===== src/hdl/ttbi_ram.sv =====
module ttbi_ram #(
   parameter int WIDTH = 32,
   parameter int DEPTH = 8
) (
   input  logic                     clock,
   input  logic                     wr_en,
   input  logic [$clog2(DEPTH)-1:0] wr_addr,
   input  logic [WIDTH-1:0]         wr_data,
   input  logic [$clog2(DEPTH)-1:0] rd_addr,
   output logic [WIDTH-1:0]         rd_data
);

   logic [WIDTH-1:0] mem_ff [DEPTH];

   always_ff @(posedge clock) begin
      if (wr_en) begin
         mem_ff[wr_addr] <= wr_data;
      end
      rd_data <= mem_ff[rd_addr];
   end

endmodule


===== config.mk =====
export PLATFORM = sky130hd
export DESIGN_NAME = ttbi_ram
export DESIGN_NICKNAME = d
export VERILOG_FILES = /design/src/hdl/ttbi_ram.sv
export SDC_FILE = /design/constraint.sdc
export NUM_CORES = 1
export LEC_CHECK = 0
export ABC_AREA = 0
export BUFFER_PORTS_ARGS = -buffer_cell sky130_fd_sc_hd__buf_4
export CORE_ASPECT_RATIO = 2
export CORE_MARGIN = 1.5
export CORE_UTILIZATION = 57
export CTS_BUF_LIST = sky130_fd_sc_hd__clkbuf_16
export DETAILED_ROUTE_END_ITERATION = 10
export PLACE_DENSITY = 0.88
export SETUP_SLACK_MARGIN = 0.05
export SYNTH_ARGS = -nofsm -noshare
export SYNTH_HDL_FRONTEND = slang
export SYNTH_SLANG_ARGS = --single-unit

===== constraint.sdc =====
create_clock -name clock -period 7.3 [get_ports clock]
set_clock_uncertainty 0.2 [all_clocks]
set_input_delay 1.46 -clock clock [delete_from_list [all_inputs] [get_ports clock]]
set_output_delay 1.46 -clock clock [all_outputs]
set_load 0.05 [all_outputs]

==> key figures <==
Run status
  – Status: complete, but fails checks
  – Failing checks: DRC

GRT
  – Total gr overflow: 0
  – Vias in the first global route: 4,851
  – Initial antenna violation count: 0
  – GRT Resource Usage Total: 0.1992
  – First-pass GRT wire length: 28,250 um
  – Largest net degree at the start of global routing: 65

Layout
  – Non-filler cells, final: 729
  – Design area: 0.01195 mm2
  – Share of cells above drive strength 1: 0.3314
  – Final core occ: 0.6590
  – Final net count: 537
  – Filler cells: 1,074
  – ANT cells: 0
  – Area growth syn-to-layout: 14.15%

Setup path
  – Slowest CP cell: buf_4
  – Reg-to-reg slack, setup: 5.74 ns
  – Data required time of the worst path: 7.49 ns
  – Cell family with most CP delay: multiplexers
  – CP endpoint kind: flop
  – CP Cell Sequence: buf_4 > mux4_1 > mux2_2
  – Largest stage delay on the critical path: 0.80 ns
  – Worst r2r path cells: 2
  – Worst Setup Path Type: input pin to flop
  – Total stage count of the critical path: 3
  – Max FO, Critical Path: 64
  – Crit start category: input pin
  – CP arrival: 3.32 ns
  – Worst path buffer plus inverter count: 1

Placement
  – Hpwl dp: 9703 um
  – RePlAce Congestion: 0.6472
  – Dpl cell area: 0.01123 mm2
  – Placed cells: 688
  – PortBufs: 71
  – Pre-CTS setup slack: 3.655 ns

Clock tree
  – CTS tree: done
  – Clk slew on worst S/H paths: 0.07 ns
  – Clock Latency Late Sink: 0.50 ns
  – TritonCTS Buffers: 23
  – Hold-fix buffers, CTS: 0
  – Post-CTS setup buffer count: 0
  – H-tree levels: 1
  – CTS Sinks: 288
  – Clock tree buffer depth: 3
  – Post-cts resize count: 0
  – Clock root buffer: clkbuf_16

Detailed routing
  – DR DRC count: 5
  – DRT iter0 DRCs: 437
  – Drt total wl: 18,410 um
  – Vias/cell: 6.110
  – Number of routed nets with antenna violations: 0
  – Via count: 4,454
  – Wire per inst: 25.25 um
  – DRT Pass-1 Iters: 8

Floorplan
  – IO Pins: 72
  – Core Area: 0.01813 mm2
  – Number of cell rows: 70
  – Die Wd: 98.82 um
  – Die area: 0.01923 mm2
  – Die Span Y: 194.6 um
  – Initial core utilization: 0.5773

Timing
  – Setup violators final: 0
  – Max Slew Vio Count: 0
  – Maximum clock frequency: 0.3201 GHz
  – Tmin final: 3.124 ns
  – Fin crit share: 0.4280
  – Slew Limit Headroom: 0.1880
  – PnR worst setup slack: 4.176 ns
  – Total Neg Setup Slack: 0 ns
  – Final Hold Viols: 0
  – Tightest Pin Transition: 1.215 ns
  – RSZ-0062 raised after global routing: no

Yosys
  – YS warnings: 0
  – Number of register bits inferred by synthesis: 288
  – Cell taking the most area after synthesis: edfxtp_1
  – Most frequent cell after synthesis: edfxtp_1
  – Distinct cells, synth: 13
  – Most used DFF post-synth: edfxtp_1
  – Syn Area/Cell: 25.22 um2
  – Synth top cells by count: 256 x edfxtp_1, 40 x mux4_1, 32 x dfxtp_1, 32 x mux2_2, 24 x mux4_2
  – Top cells by area, synth: edfxtp_1 73%, mux4_1 10%, dfxtp_1 6.1%
  – Post-synthesis sequential area ratio: 0.7957
  – Synth top area share: 0.7345
  – Post-Syn Instances: 415
  – Post-synth EDFFs: 256
  – Ys async rst share: 0
  – Synth Cell Area: 0.01047 mm2
  – Syn Nets: 455

Power
  – Pleak: 4.051 nW
  – Cell Pwr Density: 277.2 mW/mm2
  – Peak VDD IR: 0.2336 mV

Min path
  – Worst hold-check path type: flop to flop
  – Worst Hold Path Cells: 2

Job
  – # Max-Cap Violations: 0
==> where the power goes <==
group / switching (mW) / internal (mW)
logic: 0.150 / 0.0973
clock network: 0.536 / 0.648
registers: 0.0196 / 1.86
total: 0.705 / 2.61
==> flip-flops by register name, indices dropped and copies added (netlist names) <==
register,flops
rd_data,32
mem_ff,256
==> area by class of cell <==
| class | count | area (um2) | area share |
|---|---|---|---|
| Clock buffer | 23 | 575.6 | 0.04817 |
| Sequential cell | 288 | 8328 | 0.6970 |
| Clock inverter | 18 | 145.1 | 0.01215 |
| Timing Repair Buffer | 75 | 563.0 | 0.04713 |
| Tap cell | 216 | 270.3 | 0.02262 |
| Multi-Input combinational cell | 109 | 2066 | 0.1729 |
==> worst reg2reg max path, delay by kind of cell, from the launching register on <==
family | cells | cell delay, ns
flip-flops | 1 | 0.40
multiplexers | 2 | 0.86
==> kinds of logic (layout without fill, tap and decap cells) <==
| kind of cell | count (synthesis) | count (layout) | synth area share |
|---|---|---|---|
| buffers and inverters | 18 | 116 | 0.01219 |
| muxes | 96 | 96 | 0.1865 |
| and+or+nand+nor | 13 | 13 | 0.005619 |
| DFF | 288 | 288 | 0.7957 |
==> layout by cell type, fill, tap and decap left out, types with 2 or more instances in the layout <==
cell type / count
mux4_2: 24
mux2_2: 32
mux4_1: 40
clkinv_2: 3
inv_1: 5
bufinv_16: 2
nor2_4: 6
edfxtp_1: 256
nor3_2: 2
clkbuf_16: 23
nand2b_1: 3
dfxtp_1: 32
clkinv_1: 5
buf_4: 75
nand2_1: 2
==> worst paths after layout <==
path / start / to
max: rd_addr[0] / rd_data[9]
min: mem_ff[6][23] / rd_data[23]
max reg2reg: mem_ff[6][9] / rd_data[9]
min reg2reg: mem_ff[6][23] / rd_data[23]
==> routing by layer <==
metal,share of wire,global-route usage
met5,0,0
met4,0.031,0.08413
met3,0.051,0.02913
met2,0.55,0.3425
met1,0.37,0.2541
==> through the flow <==
stage	hold slack [ns]	power, mW
6_report	0.4704	3.311
3_5_place_dp	0.4606	2.165
5_1_grt	0.4960	3.413
4_1_cts	0.4773	3.335
2_1_floorplan	0.4408	2.072
3_3_place_gp	0.4463	2.152
No activity file was read; power rests on OpenSTA's default activity.
